$ cat config.mk
export PLATFORM = sky130hd
export DESIGN_NAME = neighbor_keepalive_monitor_core
export DESIGN_NICKNAME = d
export VERILOG_FILES = /design/src/sv/nkm_pkg.sv /design/src/sv/nkm_out_reg.sv /design/src/sv/neighbor_keepalive_monitor_core.sv
export SDC_FILE = /design/constraint.sdc
export NUM_CORES = 2
export LEC_CHECK = 0
export ABC_AREA = 1
export BUFFER_PORTS_ARGS = -buffer_cell sky130_fd_sc_hd__buf_2
export CORE_MARGIN = 8
export CORE_UTILIZATION = 45
export CTS_CLUSTER_SIZE = 24
export DETAILED_ROUTE_END_ITERATION = 10
export GPL_TIMING_DRIVEN = 0
export PLACE_DENSITY = 0.73
export SKIP_CTS_REPAIR_TIMING = 1
export SYNTH_ARGS = -nofsm -noshare
export SYNTH_HDL_FRONTEND = slang
export SYNTH_SLANG_ARGS = --single-unit
$ cat constraint.sdc
create_clock -name clk -period 28.9 [get_ports clk]
set_clock_uncertainty 0.2 [all_clocks]
set_input_delay 1.445 -clock clk [delete_from_list [all_inputs] [get_ports clk]]
set_output_delay 1.445 -clock clk [all_outputs]
set_load 0.03 [all_outputs]
$ cat src/sv/nkm_pkg.sv
// Shared types and codes for the neighbor keepalive monitor.
package nkm_pkg;

    localparam int MAC_W  = 48;
    localparam int TICK_W = 32;

    // input kinds
    localparam logic [2:0] K_TICK      = 3'd0;
    localparam logic [2:0] K_TRACK     = 3'd1;
    localparam logic [2:0] K_UNTRACK   = 3'd2;
    localparam logic [2:0] K_BEACON    = 3'd3;
    localparam logic [2:0] K_UNREACH   = 3'd4;
    localparam logic [2:0] K_REACH     = 3'd5;

    // message kinds
    localparam logic [2:0] M_SUMMARY    = 3'd0;
    localparam logic [2:0] M_BEACON     = 3'd1;
    localparam logic [2:0] M_UNREACH    = 3'd2;
    localparam logic [2:0] M_CHILD_REP  = 3'd3;
    localparam logic [2:0] M_TIMED_OUT  = 3'd4;
    localparam logic [2:0] M_DISCONNECT = 3'd5;

    // roles
    localparam logic [1:0] ROLE_PARENT = 2'd1;
    localparam logic [1:0] ROLE_CHILD  = 2'd2;

    // root reachability codes
    localparam logic [1:0] RR_NONE    = 2'd0;
    localparam logic [1:0] RR_LOST    = 2'd1;
    localparam logic [1:0] RR_REGAIN  = 2'd2;

    // register indexes
    localparam logic [1:0] R_BEACON_INT = 2'd0;
    localparam logic [1:0] R_NB_TIMEOUT = 2'd1;
    localparam logic [1:0] R_ROOT_TMO   = 2'd2;
    localparam logic [1:0] R_IS_ROOT    = 2'd3;

    localparam int OUT_LIMIT = 32;

    typedef enum logic [3:0] {
        ST_IDLE,
        ST_SCAN_RD,
        ST_SCAN,
        ST_BCAST_RD,
        ST_BCAST,
        ST_PARENT_DISC,
        ST_CHILD_REP,
        ST_ROOT_RD,
        ST_ROOT,
        ST_ROOT_DISC,
        ST_BEACON_RD,
        ST_BEACON,
        ST_NEXT_RD,
        ST_NEXT,
        ST_SUMMARY
    } state_t;

    typedef struct packed {
        logic [2:0]        kind;
        logic [MAC_W-1:0]  dest;
        logic [MAC_W-1:0]  subj;
        logic              to_root;
        logic [1:0]        reach;
        logic              full;
        logic [TICK_W-1:0] next_in;
        logic              last;
    } msg_t;

    // ticks left of a limit, floored at zero
    function automatic logic [TICK_W-1:0] remaining(input logic [TICK_W-1:0] now,
                                                    input logic [TICK_W-1:0] since,
                                                    input logic [TICK_W-1:0] limit);
        logic [TICK_W-1:0] el;
        begin
            el = now - since;
            remaining = (el < limit) ? (limit - el) : '0;
        end
    endfunction

endpackage

$ cat src/sv/nkm_out_reg.sv
// Output register stage for result transfers.
module nkm_out_reg (
    input  logic          clk,
    input  logic          rst_n,
    input  logic          in_valid,
    output logic          in_ready,
    input  nkm_pkg::msg_t in_msg,
    output logic          out_valid,
    input  logic          out_ready,
    output nkm_pkg::msg_t out_msg
);
    import nkm_pkg::*;

    logic valid_reg;
    msg_t msg_reg;

    assign in_ready  = !valid_reg || out_ready;
    assign out_valid = valid_reg;
    assign out_msg   = msg_reg;

    // valid flag
    always_ff @(posedge clk or negedge rst_n)
    begin
        if (!rst_n)
            valid_reg <= 1'b0;
        else if (in_ready)
            valid_reg <= in_valid;
    end

    // payload
    always_ff @(posedge clk)
    begin
        if (in_ready && in_valid)
            msg_reg <= in_msg;
    end
endmodule

$ cat src/sv/neighbor_keepalive_monitor_core.sv
// Top level of the neighbor keepalive monitor.
// Usage:
//  s_axis carries one event per transfer: kind, now, neighbor_mac, role,
//  node_connected. m_axis returns the messages caused by the event, the
//  summary (msg_kind 0) last with tlast high.
//  Entries live in a table memory with registered reads; the sequencer
//  walks the table once per pass: a free entry is skipped in the read
//  state, a tracked entry goes through the read state and a work state,
//  and the read state closes the pass. Non-tick events: lookup pass and
//  next-action pass. Ticks: timeout pass, root check, beacon pass and
//  next-action pass; a firing root timeout adds a parent search and a
//  disconnect, and a timed-out entry may add a child report, or a
//  parent-loss broadcast and a disconnect. One event is in work at a
//  time; the next is taken once the summary has entered the output
//  register. Reset clears all valid bits and timers; the registers take
//  their defaults. Configuration writes go through cfg_we/cfg_addr/cfg_wdata.
//  When m_axis_tready is low the sequencer waits on the message it holds;
//  no message is dropped by a stall. At most 31 messages precede a summary.
module neighbor_keepalive_monitor_core #(
    parameter int MAX_NEIGHBORS = 8
) (
    input  logic         clk,
    input  logic         rst_n,
    input  logic         cfg_we,
    input  logic [1:0]   cfg_addr,
    input  logic [31:0]  cfg_wdata,
    input  logic         s_axis_tvalid,
    output logic         s_axis_tready,
    // [31:0] now, [79:32] neighbor_mac, [81:80] neighbor_role,
    // [82] node_connected, [87:83] zero
    input  logic [87:0]  s_axis_tdata,
    // [2:0] kind
    input  logic [2:0]   s_axis_tuser,
    output logic         m_axis_tvalid,
    input  logic         m_axis_tready,
    // [47:0] dest_mac, [95:48] subject_mac, [96] to_root,
    // [98:97] root_reachable, [99] table_full, [131:100] next_action_in,
    // [135:132] zero
    output logic [135:0] m_axis_tdata,
    // [2:0] msg_kind
    output logic [2:0]   m_axis_tuser,
    output logic         m_axis_tlast
);
    import nkm_pkg::*;

    localparam int IW = (MAX_NEIGHBORS > 1) ? $clog2(MAX_NEIGHBORS) : 1;
    localparam int CW = $clog2(MAX_NEIGHBORS + 1);
    localparam int EW = MAC_W + 2 + TICK_W;

    // configuration registers
    logic [31:0] beacon_int_reg, nb_timeout_reg, root_tmo_reg;
    logic        is_root_reg;

    always_ff @(posedge clk or negedge rst_n)
    begin
        if (!rst_n)
        begin
            beacon_int_reg <= 32'd300;
            nb_timeout_reg <= 32'd3000;
            root_tmo_reg   <= 32'd10000;
            is_root_reg    <= 1'b0;
        end
        else if (cfg_we)
        begin
            case (cfg_addr)
                R_BEACON_INT: beacon_int_reg <= cfg_wdata;
                R_NB_TIMEOUT: nb_timeout_reg <= cfg_wdata;
                R_ROOT_TMO:   root_tmo_reg   <= cfg_wdata;
                R_IS_ROOT:    is_root_reg    <= cfg_wdata[0];
                default:      ;
            endcase
        end
    end

    // entry memory: {mac, role, last_seen}
    logic [EW-1:0] mem [MAX_NEIGHBORS];
    logic [IW-1:0] rd_addr, wr_addr;
    logic          wr_en;
    logic [EW-1:0] wr_data, rd_data_reg;

    always_ff @(posedge clk)
    begin
        if (wr_en)
            mem[wr_addr] <= wr_data;
        rd_data_reg <= mem[rd_addr];
    end

    wire [MAC_W-1:0]  rd_mac  = rd_data_reg[EW-1 -: MAC_W];
    wire [1:0]        rd_role = rd_data_reg[TICK_W +: 2];
    wire [TICK_W-1:0] rd_seen = rd_data_reg[TICK_W-1:0];

    // control and state registers
    state_t state_reg, state_next;
    logic [MAX_NEIGHBORS-1:0] valid_reg, valid_next;
    logic [CW-1:0] idx_reg, idx_next;     // walks entries
    logic [CW-1:0] sub_reg, sub_next;     // broadcast walk
    logic [1:0] hrole_reg, hrole_next;    // stored role of the matched entry
    logic [MAC_W-1:0] hmac_reg, hmac_next;
    logic [5:0] cnt_reg, cnt_next;        // messages emitted
    logic [TICK_W-1:0] best_reg, best_next;
    logic [TICK_W-1:0] last_beacon_reg, last_beacon_next;
    logic [TICK_W-1:0] since_reg, since_next;
    logic awaiting_reg, awaiting_next;
    logic [1:0] reach_reg, reach_next;
    logic full_reg, full_next;
    logic found_reg, found_next;
    logic [IW-1:0] slot_reg, slot_next;
    logic free_ok_reg, free_ok_next;
    logic [IW-1:0] free_reg, free_next;

    // latched input item
    logic [2:0]        kind_reg;
    logic [TICK_W-1:0] now_reg;
    logic [MAC_W-1:0]  mac_reg;
    logic [1:0]        role_reg;
    logic              conn_reg;

    logic msg_valid, msg_ready;
    msg_t msg, out_msg;

    wire accept = s_axis_tvalid && s_axis_tready;
    assign s_axis_tready = (state_reg == ST_IDLE);

    wire [IW-1:0] idx = idx_reg[IW-1:0];
    wire [IW-1:0] sub = sub_reg[IW-1:0];
    wire idx_end = (idx_reg == CW'(MAX_NEIGHBORS));
    wire sub_end = (sub_reg == CW'(MAX_NEIGHBORS));
    wire room = (cnt_reg < 6'(OUT_LIMIT - 1));

    // sequencer
    always_comb
    begin
        state_next       = state_reg;
        valid_next       = valid_reg;
        idx_next         = idx_reg;
        sub_next         = sub_reg;
        hrole_next       = hrole_reg;
        hmac_next        = hmac_reg;
        cnt_next         = cnt_reg;
        best_next        = best_reg;
        last_beacon_next = last_beacon_reg;
        since_next       = since_reg;
        awaiting_next    = awaiting_reg;
        reach_next       = reach_reg;
        full_next        = full_reg;
        found_next       = found_reg;
        slot_next        = slot_reg;
        free_ok_next     = free_ok_reg;
        free_next        = free_reg;
        rd_addr          = idx;
        wr_en            = 1'b0;
        wr_addr          = slot_reg;
        wr_data          = {mac_reg, role_reg, now_reg};
        msg_valid        = 1'b0;
        msg              = '0;

        case (state_reg)
            ST_IDLE:
            begin
                idx_next   = '0;
                cnt_next   = '0;
                reach_next = RR_NONE;
                full_next  = 1'b0;
                found_next = 1'b0;
                free_ok_next = 1'b0;
                if (accept)
                    state_next = ST_SCAN_RD;
            end

            // issue read of entry idx
            ST_SCAN_RD:
            begin
                if (idx_end)
                begin
                    if (kind_reg == K_TICK)
                    begin
                        idx_next   = '0;
                        state_next = ST_ROOT_RD;
                    end
                    else
                    begin
                        // apply non-tick event
                        case (kind_reg)
                            K_TRACK:
                            begin
                                if (found_reg || free_ok_reg)
                                begin
                                    wr_en   = 1'b1;
                                    wr_addr = found_reg ? slot_reg : free_reg;
                                    valid_next[found_reg ? slot_reg : free_reg] = 1'b1;
                                end
                                else
                                    full_next = 1'b1;
                            end
                            K_UNTRACK:
                                if (found_reg) valid_next[slot_reg] = 1'b0;
                            K_BEACON:
                            begin
                                if (found_reg)
                                begin
                                    wr_en   = 1'b1;
                                    wr_data = {hmac_reg, hrole_reg, now_reg};
                                end
                            end
                            K_UNREACH:
                            begin
                                if (!is_root_reg && conn_reg && !awaiting_reg)
                                begin
                                    since_next    = now_reg;
                                    awaiting_next = 1'b1;
                                    reach_next    = RR_LOST;
                                end
                            end
                            K_REACH:
                            begin
                                if (!is_root_reg && conn_reg && awaiting_reg)
                                begin
                                    since_next    = '0;
                                    awaiting_next = 1'b0;
                                    reach_next    = RR_REGAIN;
                                end
                            end
                            default: ;
                        endcase
                        idx_next   = '0;
                        state_next = ST_NEXT_RD;
                    end
                end
                else if (!valid_reg[idx])
                begin
                    if (!free_ok_reg)
                    begin
                        free_ok_next = 1'b1;
                        free_next    = idx;
                    end
                    idx_next = idx_reg + 1'b1;
                end
                else
                    state_next = ST_SCAN;
            end

            ST_SCAN:
            begin
                if (kind_reg == K_TICK)
                begin
                    if ((now_reg - rd_seen) > nb_timeout_reg)
                    begin
                        valid_next[idx] = 1'b0;
                        hmac_next = rd_mac;
                        msg_valid = room;
                        msg.kind  = M_TIMED_OUT;
                        msg.dest  = rd_mac;
                        if (msg_ready || !room)
                        begin
                            if (room) cnt_next = cnt_reg + 1'b1;
                            idx_next = idx_reg + 1'b1;
                            if (rd_role == ROLE_PARENT)
                            begin
                                sub_next   = '0;
                                state_next = ST_BCAST_RD;
                            end
                            else if (rd_role == ROLE_CHILD && !is_root_reg)
                                state_next = ST_CHILD_REP;
                            else
                                state_next = ST_SCAN_RD;
                        end
                        else
                            valid_next[idx] = 1'b1; // retry next cycle
                    end
                    else
                    begin
                        idx_next   = idx_reg + 1'b1;
                        state_next = ST_SCAN_RD;
                    end
                end
                else
                begin
                    if (!found_reg && rd_mac == mac_reg)
                    begin
                        found_next = 1'b1;
                        slot_next  = idx;
                        hmac_next  = rd_mac;
                        hrole_next = rd_role;
                    end
                    idx_next   = idx_reg + 1'b1;
                    state_next = ST_SCAN_RD;
                end
            end

            ST_CHILD_REP:
            begin
                msg_valid    = room;
                msg.kind     = M_CHILD_REP;
                msg.subj     = hmac_reg;
                msg.to_root  = 1'b1;
                if (msg_ready || !room)
                begin
                    if (room) cnt_next = cnt_reg + 1'b1;
                    state_next = ST_SCAN_RD;
                end
            end

            // mesh unreachable to every remaining valid entry
            ST_BCAST_RD:
            begin
                rd_addr = sub;
                if (sub_end)
                    state_next = ST_PARENT_DISC;
                else if (!valid_reg[sub])
                    sub_next = sub_reg + 1'b1;
                else
                    state_next = ST_BCAST;
            end

            ST_BCAST:
            begin
                rd_addr   = sub;
                msg_valid = room;
                msg.kind  = M_UNREACH;
                msg.dest  = rd_mac;
                if (msg_ready || !room)
                begin
                    if (room) cnt_next = cnt_reg + 1'b1;
                    sub_next   = sub_reg + 1'b1;
                    state_next = ST_BCAST_RD;
                end
            end

            ST_PARENT_DISC:
            begin
                msg_valid = room;
                msg.kind  = M_DISCONNECT;
                msg.dest  = hmac_reg;
                if (msg_ready || !room)
                begin
                    if (room) cnt_next = cnt_reg + 1'b1;
                    state_next = ST_SCAN_RD;
                end
            end

            // root timeout: find first parent
            ST_ROOT_RD:
            begin
                if (!(awaiting_reg && (now_reg - since_reg) > root_tmo_reg))
                begin
                    idx_next   = '0;
                    state_next = ST_BEACON_RD;
                end
                else if (idx_end)
                begin
                    hmac_next  = '0;
                    state_next = ST_ROOT_DISC;
                end
                else if (!valid_reg[idx])
                    idx_next = idx_reg + 1'b1;
                else
                    state_next = ST_ROOT;
            end

            ST_ROOT:
            begin
                if (rd_role == ROLE_PARENT)
                begin
                    valid_next[idx] = 1'b0;
                    hmac_next       = rd_mac;
                    state_next      = ST_ROOT_DISC;
                end
                else
                begin
                    idx_next   = idx_reg + 1'b1;
                    state_next = ST_ROOT_RD;
                end
            end

            ST_ROOT_DISC:
            begin
                msg_valid = room;
                msg.kind  = M_DISCONNECT;
                msg.dest  = hmac_reg;
                if (msg_ready || !room)
                begin
                    if (room) cnt_next = cnt_reg + 1'b1;
                    awaiting_next = 1'b0;
                    idx_next      = '0;
                    state_next    = ST_BEACON_RD;
                end
            end

            // beacon round
            ST_BEACON_RD:
            begin
                if (!((now_reg - last_beacon_reg) >= beacon_int_reg) || valid_reg == '0)
                begin
                    idx_next   = '0;
                    state_next = ST_NEXT_RD;
                end
                else if (idx_end)
                begin
                    last_beacon_next = now_reg;
                    idx_next         = '0;
                    state_next       = ST_NEXT_RD;
                end
                else if (!valid_reg[idx])
                    idx_next = idx_reg + 1'b1;
                else
                    state_next = ST_BEACON;
            end

            ST_BEACON:
            begin
                msg_valid = room;
                msg.kind  = M_BEACON;
                msg.dest  = rd_mac;
                if (msg_ready || !room)
                begin
                    if (room) cnt_next = cnt_reg + 1'b1;
                    idx_next   = idx_reg + 1'b1;
                    state_next = ST_BEACON_RD;
                end
            end

            // next action minimum
            ST_NEXT_RD:
            begin
                if (idx_reg == '0)
                    best_next = remaining(now_reg, last_beacon_reg, beacon_int_reg);
                if (idx_end)
                begin
                    if (awaiting_reg &&
                        remaining(now_reg, since_reg, root_tmo_reg) < best_reg)
                        best_next = remaining(now_reg, since_reg, root_tmo_reg);
                    if (valid_reg == '0)
                        best_next = '1;
                    state_next = ST_SUMMARY;
                end
                else if (!valid_reg[idx])
                    idx_next = idx_reg + 1'b1;
                else
                    state_next = ST_NEXT;
            end

            ST_NEXT:
            begin
                if (remaining(now_reg, rd_seen, nb_timeout_reg) < best_reg)
                    best_next = remaining(now_reg, rd_seen, nb_timeout_reg);
                idx_next   = idx_reg + 1'b1;
                state_next = ST_NEXT_RD;
            end

            ST_SUMMARY:
            begin
                msg_valid    = 1'b1;
                msg.kind     = M_SUMMARY;
                msg.reach    = reach_reg;
                msg.full     = full_reg;
                msg.next_in  = best_reg;
                msg.last     = 1'b1;
                if (msg_ready)
                    state_next = ST_IDLE;
            end

            default: state_next = ST_IDLE;
        endcase
    end

    // state registers
    always_ff @(posedge clk or negedge rst_n)
    begin
        if (!rst_n)
        begin
            state_reg       <= ST_IDLE;
            valid_reg       <= '0;
            idx_reg         <= '0;
            sub_reg         <= '0;
            cnt_reg         <= '0;
            last_beacon_reg <= '0;
            since_reg       <= '0;
            awaiting_reg    <= 1'b0;
            reach_reg       <= RR_NONE;
            full_reg        <= 1'b0;
            found_reg       <= 1'b0;
            free_ok_reg     <= 1'b0;
        end
        else
        begin
            state_reg       <= state_next;
            valid_reg       <= valid_next;
            idx_reg         <= idx_next;
            sub_reg         <= sub_next;
            cnt_reg         <= cnt_next;
            last_beacon_reg <= last_beacon_next;
            since_reg       <= since_next;
            awaiting_reg    <= awaiting_next;
            reach_reg       <= reach_next;
            full_reg        <= full_next;
            found_reg       <= found_next;
            free_ok_reg     <= free_ok_next;
        end
    end

    // payload registers
    always_ff @(posedge clk)
    begin
        hrole_reg <= hrole_next;
        hmac_reg  <= hmac_next;
        best_reg  <= best_next;
        slot_reg  <= slot_next;
        free_reg  <= free_next;
        if (accept)
        begin
            kind_reg <= s_axis_tuser;
            now_reg  <= s_axis_tdata[31:0];
            mac_reg  <= s_axis_tdata[79:32];
            role_reg <= s_axis_tdata[81:80];
            conn_reg <= s_axis_tdata[82];
        end
    end

    nkm_out_reg u_out (
        .clk       (clk),
        .rst_n     (rst_n),
        .in_valid  (msg_valid),
        .in_ready  (msg_ready),
        .in_msg    (msg),
        .out_valid (m_axis_tvalid),
        .out_ready (m_axis_tready),
        .out_msg   (out_msg)
    );

    assign m_axis_tuser = out_msg.kind;
    assign m_axis_tlast = out_msg.last;
    assign m_axis_tdata = {4'b0, out_msg.next_in, out_msg.full, out_msg.reach,
                           out_msg.to_root, out_msg.subj, out_msg.dest};
endmodule

==> results.toml <==
[status]
status = "finished, violations left"
failing_checks = "max-capacitance violations, max-slew violations"

[final_layout]
regArea_sq_um = 35500
n_fill_cell = 11700
fin_nets = 6746
max_reg_flops = 656
design_area_sq_um = 69100
synthToLayoutAreaGrowth_pct = 14.8
layout-drive-gt1-share_pct = 10.7
multi_input_comb_area_sq_um = 21400

[critical_path]
timing.critical_path.arrival_ns = 9.62
setup.worst_path.end_class = "register"
worst_path_max_delay_cell = "nand2_2"
worst_path_most_repeated_cell = "nand2_1"
critPathMaxFanout = 32
worst_setup_path_start_kind = "register"
rr_startpoint = "now_reg[0]"
worst_path_largest_cell_delay_ns = 0.73
rr_worst_depth = 42
worst-endpoint-required_ns = 29.07
startpoint = "now_reg[0]"
setup.reg_to_reg.worst_slack_ns = 19.46
worstSetupEndpoint = "best_reg[27]"
critical_path.reg2reg.endpoint = "best_reg[27]"
criticalPathCategory = "reg -> reg"

[timing]
slew-limit-headroom_pct = -0.448
worstMarginPinSlew_ns = 1.49
setup_violations = 0
final.setup.tns_ns = 0
grt_setup_unrepaired = "false"
period_share_pct = 32.7
timing.fmax_mhz = 106
finalCriticalPeriod_ns = 9.44
report.final.slew_viol_count = 1
hold_ws_ns = 0.279
hold_viol = 0

[global_routing]
grt_antenna_before_repair = 4
number_of_global_route_vias_before_repair = 44000
wire_length_of_the_first_global_routing_pass_mm = 272
pin_count_of_the_biggest_net_entering_global_routing = 99
grt-ovfl-total = 0
grt_util_all_layers_pct = 24.1

[floorplanning]
io-pin-count = 272
start_util_pct = 45.2
floorplan.rows = 134
die_x_um = 382
core_sq_um = 133000
die_height_um = 382
die_area_sq_um = 146000

[clock_network]
cts_tree = "done"
clock_tree.htree_level_count = 4
cts.sinks = 1242
clock_latency_ns = 0.80
clockRootBuffer = "clkbuf_16"
clkTransAtPathRegs_ns = 0.06
cts-buffers-inserted = 134
max-clock-path-buffers = 3

[routing]
vias_per_cell = 5.65
drt.antenna.violating_nets = 0
detail_route.wl_per_cell_um = 22.3
drt_first_pass_iters = 8
post_detailed_route_drc_marker_count = 0
first_iter_violations = 5231
wl_mm = 184
route.vias.total = 46600

[synth]
synth_top_family_by_area = "compound AO/OA/AOI/OAI gates"
syn-mean-instance-area_sq_um = 10.2
synth_compound_area_share_pct = 14.5
synth_top_cell_by_area = "edfxtp_1"
synth_simple_gate_area_share_pct = 12.8
postSynthCellCount = 5913
synth-adder-area-share_pct = 5.52
synthFlopType = "edfxtp_1"
async_flop_share_pct = 15.6
synth_top_area_share_pct = 48.2
synth-edff-count = 966
post_synth_main_area_contributors = "edfxtp_1 48%, dfrtp_1 7.4%, nor2_1 6.1%"
synth.mux.area_fraction_pct = 0
yosys_warnings = 0
synthDistinctLibCells = 62
ys_seq_elements = 1242
mapped_cell_area_sq_um = 60200
synth.yosys.seq_area_share_pct = 59.0
yosys.area_share.xor_xnor_pct = 2.65

[power_and_ir_drop]
leakage_nw = 27.6
vdd_drop_max_uv = 78.6
powerDensity_nw_per_um2 = 116

[place]
detailed_place.area_sq_um = 64500
io_buffer_count = 262
gp_congestion = 0.961
placed_wire_length_estimate_mm = 136

[min_path]
worstHoldPathType = "reg -> reg"

[run]
timing.max_cap.violations = 1
==> power breakdown <==
group	internal (W)	total (W)	switching, W
clock network	0.00101	0.00176	0.000749
logic	0.00114	0.00380	0.00266
registers	0.00227	0.00243	0.000164
total	0.00442	0.00800	0.00358
==> cells by family (layout without fill, tap and decap cells) <==
kind of cell / Yosys count / in the layout
AND/OR/NAND/NOR: 1923 / 1923
AO/OA/AOI/OAI: 1463 / 1463
flip-flops: 1242 / 1242
buffers and inverters: 840 / 1389
adder cells (fa/ha/maj): 262 / 262
XOR/XNOR: 182 / 182
other: 1 / 8
==> metrics by stage <==
stage	utilization, %	instances	worst slack [ns]	power, W
after floorplan	-	5916	16.66	0.00491
after global placement	47.8	7946	8.99	0.00613
after detailed placement	48.5	7986	19.76	0.00618
after CTS	51.9	8233	19.71	0.00796
after global routing	51.9	8233	19.12	0.00842
final	51.9	8237	19.46	0.00800
==> cells in the final DEF, fill, tap and decap left out, drive strengths merged, types with 14 or more instances in the layout <==
cell | netlist | layout
xnor2 | 88 | 88
o21bai | 95 | 95
clkinv | 6 | 49
o21ai | 628 | 628
a21oi | 308 | 308
nor2 | 985 | 985
nor3 | 52 | 52
edfxtp | 966 | 966
dfstp | 16 | 16
ha | 256 | 256
nand2 | 710 | 710
o22ai | 105 | 105
dfxtp | 82 | 82
dfrtp | 178 | 178
buf | 75 | 377
a31oi | 103 | 103
o21a | 19 | 19
nand4 | 26 | 26
clkbuf | 156 | 340
nand3 | 120 | 120
a211oi | 14 | 14
o32ai | 82 | 82
inv | 603 | 609
nor4 | 16 | 16
xor2 | 94 | 94
==> layout make-up <==
type / instances / area share [%]
antenna: 4 / 0.0145
buffer: 231 / 1.47
clock buffer: 184 / 5.36
clock inverter: 63 / 1.20
inverter: 609 / 3.31
multi-input combinational: 3834 / 31.0
sequential: 1242 / 51.4
tap: 1768 / 3.20
timing repair buffer: 302 / 2.97
==> routing by layer <==
| metal | global-route usage [%] | up-vias | routed length, um |
|---|---|---|---|
| met5 | 0 | - | 0 |
| met2 | 38.1 | 2278 | 83900 |
| met3 | 4.10 | 397 | 16200 |
| met1 | 33.1 | 22300 | 75900 |
| li1 | - | 21600 | - |
| met4 | 9.50 | 0 | 7800 |
==> worst max-delay path, delay by kind of cell, from the launching register on <==
family | cells | cell delay (ns)
AOI/OAI and AO/OA | 8 | 2.02
adders and majority gates | 4 | 1.38
and+or+nand+nor | 24 | 3.74
DFF | 1 | 0.52
buffers and inverters | 6 | 1.13
==> Yosys cell counts (10+ instances only) <==
cell type,count
a21o_1,13
o32ai_1,82
nor2_1,971
nand3_1,117
o211ai_1,11
nand2_1,700
o31ai_1,12
xor2_1,94
a21oi_2,34
inv_2,19
inv_1,584
xnor2_1,88
o21ai_0,537
o2111ai_1,13
nor2_2,13
nand4_1,26
a211oi_1,14
dfrtp_1,178
o21bai_1,95
nor3_1,48
o311ai_0,10
a21oi_1,274
dfstp_2,16
a22oi_1,12
dfxtp_1,82
clkbuf_1,156
a31oi_1,103
ha_1,256
o21a_1,19
o22ai_1,105
edfxtp_1,966
a21boi_1,12
o21ai_1,88
nor4_1,16
buf_2,52
==> worst min path at each step <==
stage,startpoint,end,cells after the start
after floorplan,rd_data_reg[32],hrole_reg[0],0
after global placement,root_tmo_reg[0],root_tmo_reg[0],2
after detailed placement,root_tmo_reg[0],root_tmo_reg[0],2
after CTS,root_tmo_reg[0],root_tmo_reg[0],2
after global routing,root_tmo_reg[9],root_tmo_reg[9],2
final,root_tmo_reg[0],root_tmo_reg[0],2
No activity file was read; power rests on OpenSTA's default activity.
